**src/hw/rtl/mstb_pkg.sv**
```systemverilog
// Shared types and constants for the interval timer bank.
`timescale 1ns / 1ps

package mstb_pkg;

  localparam int SLOTS_DEF = 16;
  localparam int ACT_W     = 2;
  localparam int SLOT_W    = 4;
  localparam int TIME_W    = 32;

  typedef enum logic [ACT_W-1:0] {
    ACT_TICK           = 2'd0,
    ACT_START_PERIODIC = 2'd1,
    ACT_START_ONCE     = 2'd2,
    ACT_STOP           = 2'd3
  } action_t;

  typedef enum logic {
    S_IDLE,
    S_SCAN
  } scan_state_t;

  // write request into the slot store
  typedef struct packed {
    logic              wr_period;
    logic              wr_base;
    logic [TIME_W-1:0] period;
    logic [TIME_W-1:0] base;
    logic              one_shot;
  } slot_wr_t;

  // slot contents as read back (reset values for never-written entries)
  typedef struct packed {
    logic [TIME_W-1:0] period;
    logic [TIME_W-1:0] base;
    logic              one_shot;
  } slot_rd_t;

endpackage

```
**src/hw/rtl/mstb_if.sv**
```systemverilog
// Command and fire-event channel interfaces.
`timescale 1ns / 1ps

interface mstb_cmd_if
  import mstb_pkg::*;
();
  logic              valid;
  logic              ready;
  action_t           action;
  logic [SLOT_W-1:0] slot;
  logic [TIME_W-1:0] period_ms;
  logic [TIME_W-1:0] now_ms;

  modport source (output valid, action, slot, period_ms, now_ms, input ready);
  modport sink   (input valid, action, slot, period_ms, now_ms, output ready);
endinterface

interface mstb_evt_if
  import mstb_pkg::*;
();
  logic              valid;
  logic              ready;
  logic [SLOT_W-1:0] fired_slot;
  logic              last_fired;

  modport source (output valid, fired_slot, last_fired, input ready);
  modport sink   (input valid, fired_slot, last_fired, output ready);
endinterface

```
**src/hw/rtl/mstb_slot_mem.sv**
```systemverilog
// Slot store: period memory and base/mode memory, registered synchronous read.
`timescale 1ns / 1ps

module mstb_slot_mem
  import mstb_pkg::*;
#(
  parameter int SLOTS = SLOTS_DEF,
  parameter int AW    = (SLOTS > 1) ? $clog2(SLOTS) : 1
) (
  input  logic          clk,
  input  logic          rst,
  input  logic          rd_en,
  input  logic [AW-1:0] rd_addr,
  output slot_rd_t      rd_data,
  input  logic [AW-1:0] wr_addr,
  input  slot_wr_t      wr
);

  logic [TIME_W-1:0] period_mem [SLOTS];
  logic [TIME_W:0]   base_mem   [SLOTS];   // {one_shot, base}

  // entries never written read as their reset value
  logic [SLOTS-1:0]  period_vld;
  logic [SLOTS-1:0]  base_vld;

  logic [TIME_W-1:0] period_q;
  logic [TIME_W:0]   base_q;
  logic              period_vld_q;
  logic              base_vld_q;

  always_ff @(posedge clk) begin
    if (wr.wr_period) begin
      period_mem[wr_addr] <= wr.period;
    end
    if (wr.wr_base) begin
      base_mem[wr_addr] <= {wr.one_shot, wr.base};
    end
    if (rd_en) begin
      period_q <= period_mem[rd_addr];
      base_q   <= base_mem[rd_addr];
    end
  end

  always_ff @(posedge clk) begin
    if (rst) begin
      period_vld   <= '0;
      base_vld     <= '0;
      period_vld_q <= 1'b0;
      base_vld_q   <= 1'b0;
    end else begin
      if (wr.wr_period) begin
        period_vld[wr_addr] <= 1'b1;
      end
      if (wr.wr_base) begin
        base_vld[wr_addr] <= 1'b1;
      end
      if (rd_en) begin
        period_vld_q <= period_vld[rd_addr];
        base_vld_q   <= base_vld[rd_addr];
      end
    end
  end

  assign rd_data.period   = period_vld_q ? period_q : '0;
  assign rd_data.base     = base_vld_q ? base_q[TIME_W-1:0] : '0;
  assign rd_data.one_shot = base_vld_q ? base_q[TIME_W] : 1'b1;

endmodule

```
**src/hw/rtl/multi_slot_interval_timer_bank_top.sv**
```systemverilog
// Top level of the periodic and one-shot interval timer bank.
`timescale 1ns / 1ps

// Start and stop transactions are written to the slot store in their accept cycle;
// the block stays in idle with ready high for the next transaction.
// A tick scans the slot store, one read per cycle: after its accept it stays busy
// for SLOTS reads, an evaluate tail and a drain before the next tick is taken;
// output backpressure with two fires pending stalls the scan.
// Reset stops all slots by clearing per-entry valid bits; there is no clearing pass.

module multi_slot_interval_timer_bank_top
  import mstb_pkg::*;
#(
  parameter int SLOTS = SLOTS_DEF
) (
  input logic        clk,
  input logic        rst,
  mstb_cmd_if.sink   cmd,
  mstb_evt_if.source evt
);

  localparam int AW = (SLOTS > 1) ? $clog2(SLOTS) : 1;
  localparam int CW = $clog2(SLOTS + 1);

  scan_state_t       state, state_next;

  // read pointer of the scan; SLOTS means all reads issued
  logic [CW-1:0]     ra, ra_next;

  // evaluate stage: memory data for slot e_idx is on rd_data
  logic              e_vld, e_vld_next;
  logic [AW-1:0]     e_idx, e_idx_next;
  logic [TIME_W-1:0] now_q;

  // one fire held back until we know whether it is the last of the tick
  logic              pend_vld, pend_vld_next;
  logic [AW-1:0]     pend_idx, pend_idx_next;

  // output register
  logic              out_vld, out_vld_next;
  logic [SLOT_W-1:0] out_slot, out_slot_next;
  logic              out_last, out_last_next;

  logic              cmd_ready;
  logic              slot_ok;
  logic              ra_lt;
  logic              out_free;
  logic              fire;
  logic              go;
  logic              issue;
  logic [TIME_W-1:0] elapsed;

  logic              rd_en;
  logic [AW-1:0]     rd_addr;
  slot_rd_t          rd_data;
  logic [AW-1:0]     wr_addr;
  slot_wr_t          wr;

  mstb_slot_mem #(
    .SLOTS (SLOTS),
    .AW    (AW)
  ) u_mem (
    .clk     (clk),
    .rst     (rst),
    .rd_en   (rd_en),
    .rd_addr (rd_addr),
    .rd_data (rd_data),
    .wr_addr (wr_addr),
    .wr      (wr)
  );

  assign slot_ok  = 32'(cmd.slot) < SLOTS;
  assign ra_lt    = ra < CW'(SLOTS);
  assign out_free = !out_vld || evt.ready;
  assign elapsed  = now_q - rd_data.base;
  assign fire     = e_vld && (rd_data.period != '0) && (elapsed >= rd_data.period);
  // stall only when a new fire needs the pending slot moved out and the output is full
  assign go       = !(fire && pend_vld && !out_free);
  assign issue    = (state == S_SCAN) && go && ra_lt;

  always_comb begin
    state_next    = state;
    ra_next       = ra;
    e_vld_next    = e_vld;
    e_idx_next    = e_idx;
    pend_vld_next = pend_vld;
    pend_idx_next = pend_idx;
    out_vld_next  = out_vld;
    out_slot_next = out_slot;
    out_last_next = out_last;
    cmd_ready     = 1'b0;
    rd_en         = 1'b0;
    rd_addr       = ra[AW-1:0];
    wr_addr       = e_idx;
    wr            = '0;

    if (out_vld && evt.ready) begin
      out_vld_next = 1'b0;
    end

    unique case (state)
      S_IDLE: begin
        cmd_ready = 1'b1;
        if (cmd.valid) begin
          unique case (cmd.action)
            ACT_TICK: begin
              state_next = S_SCAN;
              ra_next    = '0;
            end
            ACT_STOP: begin
              wr_addr      = AW'(cmd.slot);
              wr.wr_period = slot_ok;
            end
            ACT_START_PERIODIC, ACT_START_ONCE: begin
              wr_addr      = AW'(cmd.slot);
              wr.wr_period = slot_ok;
              wr.wr_base   = slot_ok;
              wr.period    = cmd.period_ms;
              wr.base      = cmd.now_ms;
              wr.one_shot  = (cmd.action == ACT_START_ONCE);
            end
          endcase
        end
      end

      S_SCAN: begin
        if (go) begin
          if (fire) begin
            wr_addr      = e_idx;
            wr.wr_period = 1'b1;
            wr.wr_base   = 1'b1;
            wr.period    = rd_data.one_shot ? '0 : rd_data.period;
            wr.base      = rd_data.base + rd_data.period;
            wr.one_shot  = rd_data.one_shot;
            if (pend_vld) begin
              out_vld_next  = 1'b1;
              out_slot_next = SLOT_W'(pend_idx);
              out_last_next = 1'b0;
            end
            pend_vld_next = 1'b1;
            pend_idx_next = e_idx;
          end
          if (ra_lt) begin
            rd_en      = 1'b1;
            ra_next    = ra + CW'(1);
            e_vld_next = 1'b1;
            e_idx_next = ra[AW-1:0];
          end else begin
            e_vld_next = 1'b0;
          end
        end
        // scan finished: release the held fire as the last one
        if (!e_vld && !ra_lt) begin
          if (!pend_vld) begin
            state_next = S_IDLE;
          end else if (out_free) begin
            out_vld_next  = 1'b1;
            out_slot_next = SLOT_W'(pend_idx);
            out_last_next = 1'b1;
            pend_vld_next = 1'b0;
            state_next    = S_IDLE;
          end
        end
      end
    endcase
  end

  always_ff @(posedge clk) begin
    if (rst) begin
      state    <= S_IDLE;
      ra       <= '0;
      e_vld    <= 1'b0;
      pend_vld <= 1'b0;
      out_vld  <= 1'b0;
    end else begin
      state    <= state_next;
      ra       <= ra_next;
      e_vld    <= e_vld_next;
      pend_vld <= pend_vld_next;
      out_vld  <= out_vld_next;
    end
  end

  always_ff @(posedge clk) begin
    e_idx    <= e_idx_next;
    pend_idx <= pend_idx_next;
    out_slot <= out_slot_next;
    out_last <= out_last_next;
    if (cmd.valid && cmd_ready && (cmd.action == ACT_TICK)) begin
      now_q <= cmd.now_ms;
    end
  end

  assign cmd.ready      = cmd_ready;
  assign evt.valid      = out_vld;
  assign evt.fired_slot = out_slot;
  assign evt.last_fired = out_last;

  // idle means the scan pipeline and the held fire are empty
  a_idle_empty : assert property (@(posedge clk) disable iff (rst)
    (state == S_IDLE) |-> (!e_vld && !pend_vld))
    else $error("scan state left behind in idle");

  // a read issued now is evaluated next cycle for the same slot
  a_issue_eval : assert property (@(posedge clk) disable iff (rst)
    issue |=> (e_vld && (e_idx == $past(ra[AW-1:0]))))
    else $error("evaluate stage lost track of issued read");

  // during a scan the store is written only for a fired slot
  a_scan_write : assert property (@(posedge clk) disable iff (rst)
    ((state == S_SCAN) && (wr.wr_period || wr.wr_base)) |-> (fire && go))
    else $error("slot store written without a fire");

  // read pointer never runs past the bank
  a_ra_range : assert property (@(posedge clk) disable iff (rst)
    ra <= CW'(SLOTS))
    else $error("scan pointer out of range");

endmodule

```
**src/flat_wrapper.sv**
```systemverilog
// flat-port wrapper written by rule: the top's interface ports become plain ports
module multi_slot_interval_timer_bank_top_flat import mstb_pkg::*;
#(
  parameter int SLOTS = SLOTS_DEF
)
  (clk, rst, cmd_valid, cmd_action, cmd_slot, cmd_period_ms, cmd_now_ms, cmd_ready, evt_valid, evt_fired_slot, evt_last_fired, evt_ready);
  mstb_cmd_if cmd_i ();
  mstb_evt_if evt_i ();
  input logic clk;
  input logic rst;
  input wire logic [$bits(cmd_i.valid)-1:0] cmd_valid;
  input wire logic [$bits(cmd_i.action)-1:0] cmd_action;
  input wire logic [$bits(cmd_i.slot)-1:0] cmd_slot;
  input wire logic [$bits(cmd_i.period_ms)-1:0] cmd_period_ms;
  input wire logic [$bits(cmd_i.now_ms)-1:0] cmd_now_ms;
  output wire logic [$bits(cmd_i.ready)-1:0] cmd_ready;
  output wire logic [$bits(evt_i.valid)-1:0] evt_valid;
  output wire logic [$bits(evt_i.fired_slot)-1:0] evt_fired_slot;
  output wire logic [$bits(evt_i.last_fired)-1:0] evt_last_fired;
  input wire logic [$bits(evt_i.ready)-1:0] evt_ready;
  assign cmd_i.valid = cmd_valid;
  assign cmd_i.action = cmd_action;
  assign cmd_i.slot = cmd_slot;
  assign cmd_i.period_ms = cmd_period_ms;
  assign cmd_i.now_ms = cmd_now_ms;
  assign cmd_ready = cmd_i.ready;
  assign evt_valid = evt_i.valid;
  assign evt_fired_slot = evt_i.fired_slot;
  assign evt_last_fired = evt_i.last_fired;
  assign evt_i.ready = evt_ready;
  multi_slot_interval_timer_bank_top #(.SLOTS(SLOTS)) u_core (.clk(clk), .rst(rst), .cmd(cmd_i), .evt(evt_i));
endmodule
```
**config.mk**
```make
export PLATFORM = sky130hd
export DESIGN_NAME = multi_slot_interval_timer_bank_top_flat
export DESIGN_NICKNAME = d
export VERILOG_FILES = /design/src/hw/rtl/mstb_pkg.sv /design/src/hw/rtl/mstb_if.sv /design/src/hw/rtl/mstb_slot_mem.sv /design/src/hw/rtl/multi_slot_interval_timer_bank_top.sv /design/src/flat_wrapper.sv
export SDC_FILE = /design/constraint.sdc
export NUM_CORES = 1
export LEC_CHECK = 0
export ABC_AREA = 1
export BUFFER_PORTS_ARGS = -buffer_cell sky130_fd_sc_hd__buf_2
export CAP_MARGIN = 30
export CORE_AREA = 4 4 280 282
export CTS_CLUSTER_SIZE = 28
export DETAILED_ROUTE_END_ITERATION = 8
export DIE_AREA = 0 0 284 286
export PLACE_DENSITY_LB_ADDON = 0.25
export SKIP_LAST_GASP = 1
export SYNTH_ARGS = -nofsm -noshare
export SYNTH_HDL_FRONTEND = slang
export SYNTH_SLANG_ARGS = --single-unit
```
**constraint.sdc**
```tcl
create_clock -name clk -period 10 [get_ports clk]
set_input_delay 0.5 -clock clk [delete_from_list [all_inputs] [get_ports clk]]
set_output_delay 0.5 -clock clk [all_outputs]
set_load 0.1 [all_outputs]
```
# ---- Yosys cells after proc, flatten, opt, wreduce, memory -nomap -nowiden
# Memory sizes are Yosys's and may differ from the RTL's. A register that Yosys moved wholly into a read port is not among the register bits.
# Index checks and enable logic that the tools add are counted.
dict set report word_totals {
  wordCells 120
  mem_bits_rw 1040
  mem_count 2
  reg_bits 88
  output_inout_bits 7
  in_bits 74
}
dict set report classes {
  n_addsub 3
  bitwise 4
  order_cmp 5
  reduce_logical 22
  n_eq_ne 7
  n_mux 63
}
# memory depth width read_ports rd_ports_with_merged_regs wr line
set memory_table {}
lappend memory_table {u_core.u_mem.base_mem 16 33 1 1 1 mstb_slot_mem.sv:20} ;# logic [TIME_W:0] base_mem [SLOTS];
lappend memory_table {u_core.u_mem.period_mem 16 32 1 1 1 mstb_slot_mem.sv:19} ;# logic [TIME_W-1:0] period_mem [SLOTS];
# operator n
set ops {}
lappend ops {{$mux W67} 3}
lappend ops {{$pmux W67 S2} 1}
lappend ops {{$mux W32} 3}
lappend ops {{$mux W66} 1}
lappend ops {{$mux W1} 37}
lappend ops {{$add A32 B32 Y32} 1}
lappend ops {{$ge A32 B32 Y1} 1}
lappend ops {{$mux W4} 8}
lappend ops {{$or A16 B16 Y16} 2}
lappend ops {{$reduce_bool A32 Y1} 1}
lappend ops {{$sub A32 B32 Y32} 1}
lappend ops {{$mux W5} 4}
lappend ops {{$lt A4 B5 Y1 const B} 2}
lappend ops {{$pmux W5 S2} 1}
lappend ops {{$logic_and A1 B1 Y1} 9}
lappend ops {{$bmux W1 S4} 2}
lappend ops {{$pmux W4 S2} 1}
lappend ops {{$ne A2 B2 Y1 const B} 3}
lappend ops {{$reduce_and A3 Y1} 2}
lappend ops {{$add A5 B1 Y5 const B} 1}
lappend ops {{$lt A5 B5 Y1 const B} 1}
lappend ops {{$demux W1 S4} 1}
lappend ops {{$eq A2 B2 Y1 const B} 2}
lappend ops {{$ge A4 B1 Y1 const B} 1}
lappend ops {{11 further kinds} 15}

# ---- Longest topological paths before layout
# Gate-level depths: netlist (run 1).
dict set report logic_depth {
  word_depth 11
  depth_mapped 29
}

# ---- By module
# A second synthesis (run 1) with hierarchy kept.
dict set report hier_totals {
  hier_cells 4473
  hier_area_um2 52013.6
}
# module cells_each area_per_inst_um2 seq_area_each_um2 instances
set modules_own_cells {}
lappend modules_own_cells {mstb_slot_mem 3420 44808.0 33862.5 1}
lappend modules_own_cells {multi_slot_interval_timer_bank_top 1053 7205.7 1531.5 1}

# ---- Worst setup path after synthesis (run 1)
# Ideal clock, no wire load.
dict set report synth_path {
  kind {register to register}
  from {reg u_core.u_mem.base_vld_q}
  to {reg u_core.e_idx[0], enable pin}
  synth_period_minus_slack_ns 5.419
  t_required_ns 9.576
  path_stages_with_launch 24
  arrival_ns 4.995
  slack_ns 4.581
  setup_time_ns 0.424
  path_cell_list {dfxtp_1 > clkbuf_1 > clkbuf_1 > nand2_1 > inv_1 > ha_1 > inv_1 > fa_1 > nand3_1 > nand2_1 > a31oi_1 > o21ai_0 > a21boi_0 > o21ai_0 > xor2_1 > ha_1 > nand2_1 > o21a_1 > a21oi_1 > nor2_1 > nand2_1 > nand3_1 > nand3_2 > inv_1}
}
dict set report synth_between {
  elab_chain_len 8
}
# item line
set synth_rtl {}
lappend synth_rtl {{start: declaration} mstb_slot_mem.sv:29} ;# logic base_vld_q;
lappend synth_rtl {{start signal: assignment} mstb_slot_mem.sv:59} ;# base_vld_q <= base_vld[rd_addr];
lappend synth_rtl {{$mux W32} mstb_slot_mem.sv:65} ;# assign rd_data.base = base_vld_q ? base_q[TIME_W-1:0] : '0;
lappend synth_rtl {{$sub A32 B32 Y32} multi_slot_interval_timer_bank_top.sv:75} ;# assign elapsed = now_q - rd_data.base;
lappend synth_rtl {{$ge A32 B32 Y1} multi_slot_interval_timer_bank_top.sv:76} ;# assign fire = e_vld && (rd_data.period != '0) && (elapsed >= rd_data.period);
lappend synth_rtl {{$logic_and A1 B1 Y1} multi_slot_interval_timer_bank_top.sv:76}
lappend synth_rtl {{$logic_and A1 B1 Y1 (2 in a row)} multi_slot_interval_timer_bank_top.sv:78} ;# assign go = !(fire && pend_vld && !out_free);
lappend synth_rtl {{$not A1 Y1 (no line)} n/a}
lappend synth_rtl {{$reduce_and A3 Y1 (no line)} n/a}
lappend synth_rtl {{end signal: assignment} multi_slot_interval_timer_bank_top.sv:185} ;# e_idx <= e_idx_next;
lappend synth_rtl {{end: declaration} multi_slot_interval_timer_bank_top.sv:32} ;# logic [AW-1:0] e_idx, e_idx_next;
# Every way passes these cells.
# A chain may end at the register's enable or synchronous reset.

# ---- Final worst setup path (run 1)
dict set report layout_path {
  from {reg u_core.u_mem.base_vld_q}
  to {mem u_core.u_mem.period_mem[10][25], enable pin}
}
dict set report layout_between {
  elab_chain_len 10
}
# item line
set layout_rtl {}
lappend layout_rtl {{$mux W32 *} mstb_slot_mem.sv:65}
lappend layout_rtl {{$sub A32 B32 Y32 *} multi_slot_interval_timer_bank_top.sv:75}
lappend layout_rtl {{$ge A32 B32 Y1 *} multi_slot_interval_timer_bank_top.sv:76}
lappend layout_rtl {{$logic_and A1 B1 Y1 *} multi_slot_interval_timer_bank_top.sv:76}
lappend layout_rtl {{$logic_and A1 B1 Y1 (2 in a row)} multi_slot_interval_timer_bank_top.sv:78}
lappend layout_rtl {{$mux W67 *} multi_slot_interval_timer_bank_top.sv:127} ;# if (go) begin
lappend layout_rtl {{$pmux W67 S2 *} multi_slot_interval_timer_bank_top.sv:101} ;# unique case (state)
lappend layout_rtl {{$mux W1 *} mstb_slot_mem.sv:32} ;# if (wr.wr_period) begin
lappend layout_rtl {{$mux W1 (implied by the code) *} mstb_slot_mem.sv:33} ;# period_mem[wr_addr] <= wr.period;
lappend layout_rtl {{end: declaration} mstb_slot_mem.sv:19}
# Every way passes the cells marked *; elsewhere a longest branch is shown, timed or not.

==> impl_metrics.csv, run 1 <==
group,metric,value,unit
timing,timing.final.crit_period,6.20,ns
route,drt-total-wl,136000,um
timing,rsz0062_at_grt,"no",
timing,finalHoldViolations,0,
grt,antenna_found_initial,2,
cts,cts_resized,0,
cts,clock_sink_count,1193,
grt,grt_max_degree,174,
synthesis,synth_cells,4289,
synthesis,synth-edff-count,1150,
hold_path,min_to,"u_core.now_q[16]",
timing,finalSetupViolations,0,
critical_path,critPathMaxFanout,33,
critical_path,crit_arrival,6.50,ns
finish,area_growth,10.2,%
synthesis,syn_area,51100,um2
timing,period_share,62.0,%
hold_path,hold_path.startpoint,"cmd_now_ms[16]",
critical_path,crit_type,"flip-flop to flip-flop",
timing,fin_skew,0.0302,ns
synthesis,synth_seq_area_share,69.2,%
route,drc,0,
placement,routabilityCongestion,0.972,
floorplan,io_pins,81,
grt,grt-ovfl-total,0,
route,drtIter0Drc,5007,
critical_path,reg2reg_depth,23,
power_and_ir_drop,power_density,184,nW/um2
cts,cts_setup_buffers,0,
run,drv_cap,0,
timing,slew_violations,0,
placement,hpwl,79100,um
grt,grt_pass1_wl,203000,um
route,dr_total_vias,35300,
synthesis,synthFlopType,"edfxtp_1",
cts,tritoncts,"done",
placement,portBuffers,80,
synthesis,synth_seq_cells,1193,
route,via_per_inst,6.55,
finish,multiInputGateArea,13800,um2
hold_path,min_path_cells,1,
timing,fmax,0.161,GHz
route,drt-wirelength-per-cell,25.2,um
cts,clockBufferDepth,3,
synthesis,synth_common_cells,"1150 x edfxtp_1, 619 x nor2_1, 603 x o21ai_0",
synthesis,synthArstFlopShare,0,%
floorplan,core_area,75700,um2
synthesis,avgSynthCellArea,11.9,um2
synthesis,synth_top_area_share,67.6,%
cts,cts_hold_buf,0,
cts,cts_root_buffer,"clkbuf_16",
critical_path,rrSetupSlack,3.80,ns
synthesis,yosysTopAreaCell,"edfxtp_1",
synthesis,synthTopCellsByArea,"edfxtp_1 68%, o21ai_0 5.9%, nor2_1 4.5%",
synthesis,ys_types,47,
cts,clkLatencyLatePin,0.70,ns
hold_path,hold_path.class,"input pin to flip-flop",
grt,grt_pass1_vias,33700,
timing,worst_pin_slew,1.11,ns
floorplan,die_height,286,um
floorplan,start_util,67.5,%
grt,grt_usage,32.9,%
floorplan,num_rows,101,
critical_path,critPathCaptureType,"flip-flop",
critical_path,crit_top_cell,"nand2_1",
critical_path,worstReg2RegStart,"u_core.u_mem.base_vld_q",
finish,finish.instance_area,56300,um2
finish,register_area,35400,um2
critical_path,r2r_end,"u_core.u_mem.period_mem[10][25]",
cts,cts_buffers,115,
power_and_ir_drop,total_power,10.4,mW
outcome,status,"finished, final reports clean",
synthesis,synth_nets,4463,
timing,slew_headroom,26.0,%
timing,tns,0,ns
critical_path,cp_slowest_cell,"inv_2",
critical_path,worstPathRequired,10.30,ns
critical_path,crit_path_start_kind,"flip-flop",
cts,htreeDepth,3,
critical_path,crit_chain,"buf_4 -> nand2_1 -> ha_1 -> nand3_1 -> nand2_1 -> a21oi_1 -> o21bai_1 -> a21boi_0 -> o21ai_0 -> nand3_1 -> nand3_1 -> nand2_1 -> ha_1 -> nand2_1 -> nor2_1 -> nand4_1 -> a21oi_1 -> nor2_1 -> nand2_1 -> nand4_4 -> nand2_4 -> nand2_1 -> inv_2",
cts,clk_pin_slew,0.07,ns
finish,drive_gt1_share,10.6,%
critical_path,slowest_delay,0.74,ns
route,ant_nets,0,
finish,nets,4496,
power_and_ir_drop,p_leak,19.9,nW
floorplan,dieWidth,284,um
route,drt_pass1_iterations,8,
placement,placed_cell_area,52400,um2
power_and_ir_drop,ir_drop,151,uV
synthesis,yosysMostFrequentCell,"edfxtp_1",
finish,diodes,0,
finish,fillerInstances,4670,
synthesis,synth_warnings,0,
floorplan,die_area,81200,um2
cells in the final DEF (no fill, tap or decap), drive strengths merged, types with 2 or more instances in the layout:
cell,n
xnor2,27
fa,2
o221ai,116
o21ai,643
a21oi,156
a31oi,7
a22o,2
edfxtp,1150
clkinvlp,5
a21boi,6
a21o,7
dfxtp,43
clkbuf,133
bufinv,9
o22ai,147
inv,237
clkinv,66
o21a,7
a221oi,2
buf,160
o21bai,12
nor2,621
o211ai,21
nand3,157
xor2,28
nor4,2
nand4,15
nor3,19
nand2,516
ha,98
routing by layer:
metal	share of wire [%]	vias up	track usage [%]	routed length [um]
met1	39	17100	47.2	52400
met5	0.0096	-	0	13
met4	3.8	2	13.2	5130
met3	11	322	6.10	15600
met2	46	2264	50.9	62900
li1	-	15700	-	-
sequential cells by signal, summed over array words and instances, names as in the netlist, 4 cells and up:
name,count
u_core.u_mem.base_vld,16
u_core.u_mem.period_vld,16
u_core.e_idx,4
u_core.now_q,32
u_core.u_mem.base_mem,528
u_core.evt.fired_slot,4
u_core.ra,5
u_core.u_mem.period_mem,512
u_core.u_mem.base_q,33
u_core.pend_idx,4
u_core.u_mem.period_q,32
report_power, final:
group / internal (mW) / switching [mW] / leakage [nW]
clock network: 2.35 / 1.85 / 1.79
logic: 0.153 / 0.431 / 7.08
registers: 5.55 / 0.0252 / 11.0
cells by family (layout without fill, tap and decap cells):
logic type,count (synthesis),in the layout,synth area share [%]
simple gates,1332,1332,10.5
buf+inv,479,610,3.75
xor+xnor,55,55,0.942
flops,1193,1193,69.2
compound gates,1130,1130,13.1
fa+ha+maj,100,100,2.48
stage by stage:
step	hold WS [ns]	utilization [%]	worst slack [ns]	cells
6_report	0.0360	74.4	3.80	5398
5_1_grt	0.00470	74.4	3.45	5398
4_1_cts	0.00699	74.0	3.97	5384
3_5_place_dp	0.442	69.2	3.98	5169
3_3_place_gp	0.435	68.9	4.00	5160
2_1_floorplan	0.406	-	4.58	4289
how the worst max path moves through the flow:
stage                            start                               to  cells after the start
5_1_grt        u_core.u_mem.base_vld_q   u_core.u_mem.period_mem[9][28]                     23
2_1_floorplan  u_core.u_mem.base_vld_q                  u_core.e_idx[0]                     23
3_5_place_dp   u_core.u_mem.base_vld_q      u_core.u_mem.base_mem[0][3]                     23
6_report       u_core.u_mem.base_vld_q  u_core.u_mem.period_mem[10][25]                     23
3_3_place_gp   u_core.u_mem.base_vld_q    u_core.u_mem.base_mem[12][26]                     24
4_1_cts        u_core.u_mem.base_vld_q   u_core.u_mem.period_mem[0][22]                     23
worst max-delay path, delay by kind of cell (launching register included):
| kind | cells | cell delay, ns |
|---|---|---|
| adders and majority gates | 2 | 0.67 |
| DFF | 1 | 0.31 |
| and+or+nand+nor | 14 | 2.28 |
| buffers and inverters | 2 | 1.06 |
| AOI/OAI and AO/OA | 5 | 1.41 |
layout make-up:
type                            instances  share of cell area [%]
Multi-Input combinational cell       2617                    24.5
Timing Repair Buffer                  160                    2.34
Tap cell                              978                    2.17
Clock buffer                          133                    5.23
Clock inverter                         82                    1.25
Inverter                              235                    1.60
Sequential cell                      1193                    62.9
No activity file was read; power rests on OpenSTA's default activity.
==> inputs of run 2 (changes only) <==
CORE_AREA = 4 4 290 292   (was 4 4 280 282)
DIE_AREA = 0 0 294 296   (was 0 0 284 286)
clock period = 6.2 ns   (was 10 ns; I/O delays follow)
==> impl_metrics.csv, run 2 (synthesized netlist as in run 1, its figures left out) <==
group,metric,value,unit
cts,tritoncts,"done",
critical_path,critPathMaxFanout,22,
placement,portBuffers,80,
finish,most-common-layout-cells,"1150 x edfxtp_1, 617 x nor2_1, 603 x o21ai_0",
timing,hold_slack,0.178,ns
cts,htreeDepth,3,
grt,grt_max_degree,242,
timing,fin_skew,0.0315,ns
critical_path,slowest_delay,0.58,ns
power_and_ir_drop,p_leak,20.1,nW
power_and_ir_drop,power.share.sequential,53.3,%
timing,slew_headroom,23.2,%
route,ant_nets,0,
grt,grt_pass1_vias,34100,
run,drv_cap,0,
power_and_ir_drop,p_comb_share,5.7,%
cts,clkLatencyLatePin,0.69,ns
placement,routabilityCongestion,0.951,
route,drt-wirelength-per-cell,25.9,um
finish,drive_gt1_share,10.6,%
floorplan,start_util,62.7,%
hold_path,hold_path.class,"input pin to flip-flop",
route,drt_pass1_iterations,5,
critical_path,worstPathRequired,6.60,ns
critical_path,crit_path_start_kind,"flip-flop",
critical_path,cp_top_family,"compound AO/OA/AOI/OAI gates",
critical_path,crit_end,"u_core.u_mem.base_mem[0][1]",
critical_path,cp-startpoint,"u_core.u_mem.base_vld_q",
timing,worst_pin_slew,1.15,ns
timing,slew_violations,0,
finish,area_growth,11.2,%
outcome,status,"finished, final reports clean",
placement,hpwl,82600,um
cts,cts_hold_buf,33,
finish,diodes,0,
timing,fmax,0.177,GHz
floorplan,dieWidth,294,um
power_and_ir_drop,cellInternalPower,13.2,mW
finish,layout_commonest_cell,"edfxtp_1",
grt,grt_usage,32.4,%
critical_path,critPathCaptureType,"flip-flop",
cts,cts_resized,0,
grt,antenna_found_initial,2,
cts,cts_buffers,112,
critical_path,worstReg2RegStart,"u_core.u_mem.base_vld_q",
timing,period_share,91.0,%
power_and_ir_drop,pwr-share-clk,41.0,%
timing,finalHoldViolations,0,
floorplan,io_pins,81,
cts,clock_sink_count,1193,
timing,timing.final.crit_period,5.64,ns
critical_path,path_buf_inv,2,
critical_path,crit_type,"flip-flop to flip-flop",
cts,cts_root_buffer,"clkbuf_16",
floorplan,die_height,296,um
critical_path,reg2reg_depth,23,
timing,tns,0,ns
critical_path,crit_arrival,6.05,ns
floorplan,num_rows,105,
cts,clockBufferDepth,3,
finish,reg.largest.list,"u_core.u_mem.base_mem: 528 flops, u_core.u_mem.period_mem: 512 flops, u_core.u_mem.base_q: 33 flops",
critical_path,r2r_end,"u_core.u_mem.base_mem[0][1]",
route,drtIter0Drc,5770,
critical_path,crit_top_cell,"nand2_1",
cts,cts_setup_buffers,0,
route,via_per_inst,6.49,
grt,grt-ovfl-total,0,
finish,regMostFlops,"u_core.u_mem.base_mem",
power_and_ir_drop,p_switching,3.70,mW
power_and_ir_drop,p_sw_share,21.9,%
floorplan,die_area,87000,um2
critical_path,rrSetupSlack,0.56,ns
power_and_ir_drop,ir_drop,250,uV
critical_path,cp.depth,23,
timing,rsz0062_at_grt,"no",
finish,fin_util,69.7,%
floorplan,core_area,81600,um2
route,drt-total-wl,143000,um
power_and_ir_drop,power_density,297,nW/um2
grt,grt_pass1_wl,211000,um
finish,largest_reg_flops,528,
route,dr_total_vias,35900,
route,drc,0,
cts,clk_pin_slew,0.06,ns
hold_path,hold_path.startpoint,"cmd_period_ms[5]",
critical_path,crit_chain,"nand2_1 -> ha_1 -> a21oi_1 -> nand2_1 -> a21oi_1 -> o21bai_1 -> a21boi_0 -> o21ai_0 -> nand3_1 -> nand2_1 -> nand2_1 -> nand2_1 -> ha_1 -> nand2_1 -> nor2_1 -> nand4_1 -> a21oi_1 -> nor2_1 -> nand2_1 -> nand4_4 -> buf_4 -> inv_2 -> a22o_1",
timing,finalSetupViolations,0,
finish,nets,4539,
critical_path,cp_slowest_cell,"dfxtp_1",
## run 2: changes by cell type in the layout (fill, tap and decap cells not counted), moves of 3 or more
cell           change
clkinv_2          -17
buf_4             +19
clkinvlp_4         +3
bufinv_16          +6
clkinv_4           +3
clkinv_1           +3
dlygate4sd3_1     +33
buf_12             -4
## run 2: metal layers
metal  track usage (%)  share of wire (%)
met5                 0                  0
met4              12.0                3.8
met3              5.26                 12
met2              51.0                 46
met1              46.6                 38
## run 2: power groups by stage
stage | Sequential (mW) | Combinational [mW] | Clock (mW)
floorplan | 9.16 | 0.595 | 0
global placement | 9.17 | 0.900 | 0
detailed placement | 9.18 | 0.916 | 0
CTS | 9.01 | 0.939 | 6.96
global route | 9.01 | 1.04 | 7.30
finish | 9.01 | 0.959 | 6.94
## run 2: worst min path at each step
stage	slack, ns	cells past startpoint	to
2_1_floorplan	0.41	0	u_core.e_idx[2]
3_3_place_gp	0.44	2	u_core.u_mem.base_vld[3]
3_5_place_dp	0.44	2	u_core.u_mem.base_vld[0]
4_1_cts	0.13	3	u_core.u_mem.period_mem[13][10]
5_1_grt	0.18	3	u_core.u_mem.period_mem[13][10]
6_report	0.18	3	u_core.u_mem.period_mem[14][5]
## run 2: stage by stage
step / worst slack (ns) / power, mW / cells / area, um2
2_1_floorplan: 0.781 / 9.75 / 4289 / 51100
3_3_place_gp: 0.940 / 10.1 / 5288 / 52800
3_5_place_dp: 0.789 / 10.1 / 5288 / 52800
4_1_cts: 0.745 / 16.9 / 5530 / 56800
5_1_grt: 0.102 / 17.4 / 5530 / 56800
6_report: 0.555 / 16.9 / 5530 / 56800
## run 2: area by class of cell
type / instances / area [um2]
Inverter: 235 / 898
Sequential cell: 1193 / 35400
Multi-Input combinational cell: 2617 / 13800
Timing Repair Buffer: 206 / 1650
Fill cell: 5554 / 24700
Clock buffer: 132 / 2920
Clock inverter: 77 / 815
Tap cell: 1070 / 1340
## run 2: tightest hold or removal path: cells and delay by family
| family | cells | cell delay, ns |
|---|---|---|
| simple gates | 1 | 0.09 |
| compound gates | 1 | 0.22 |
| buf+inv | 1 | 0.07 |
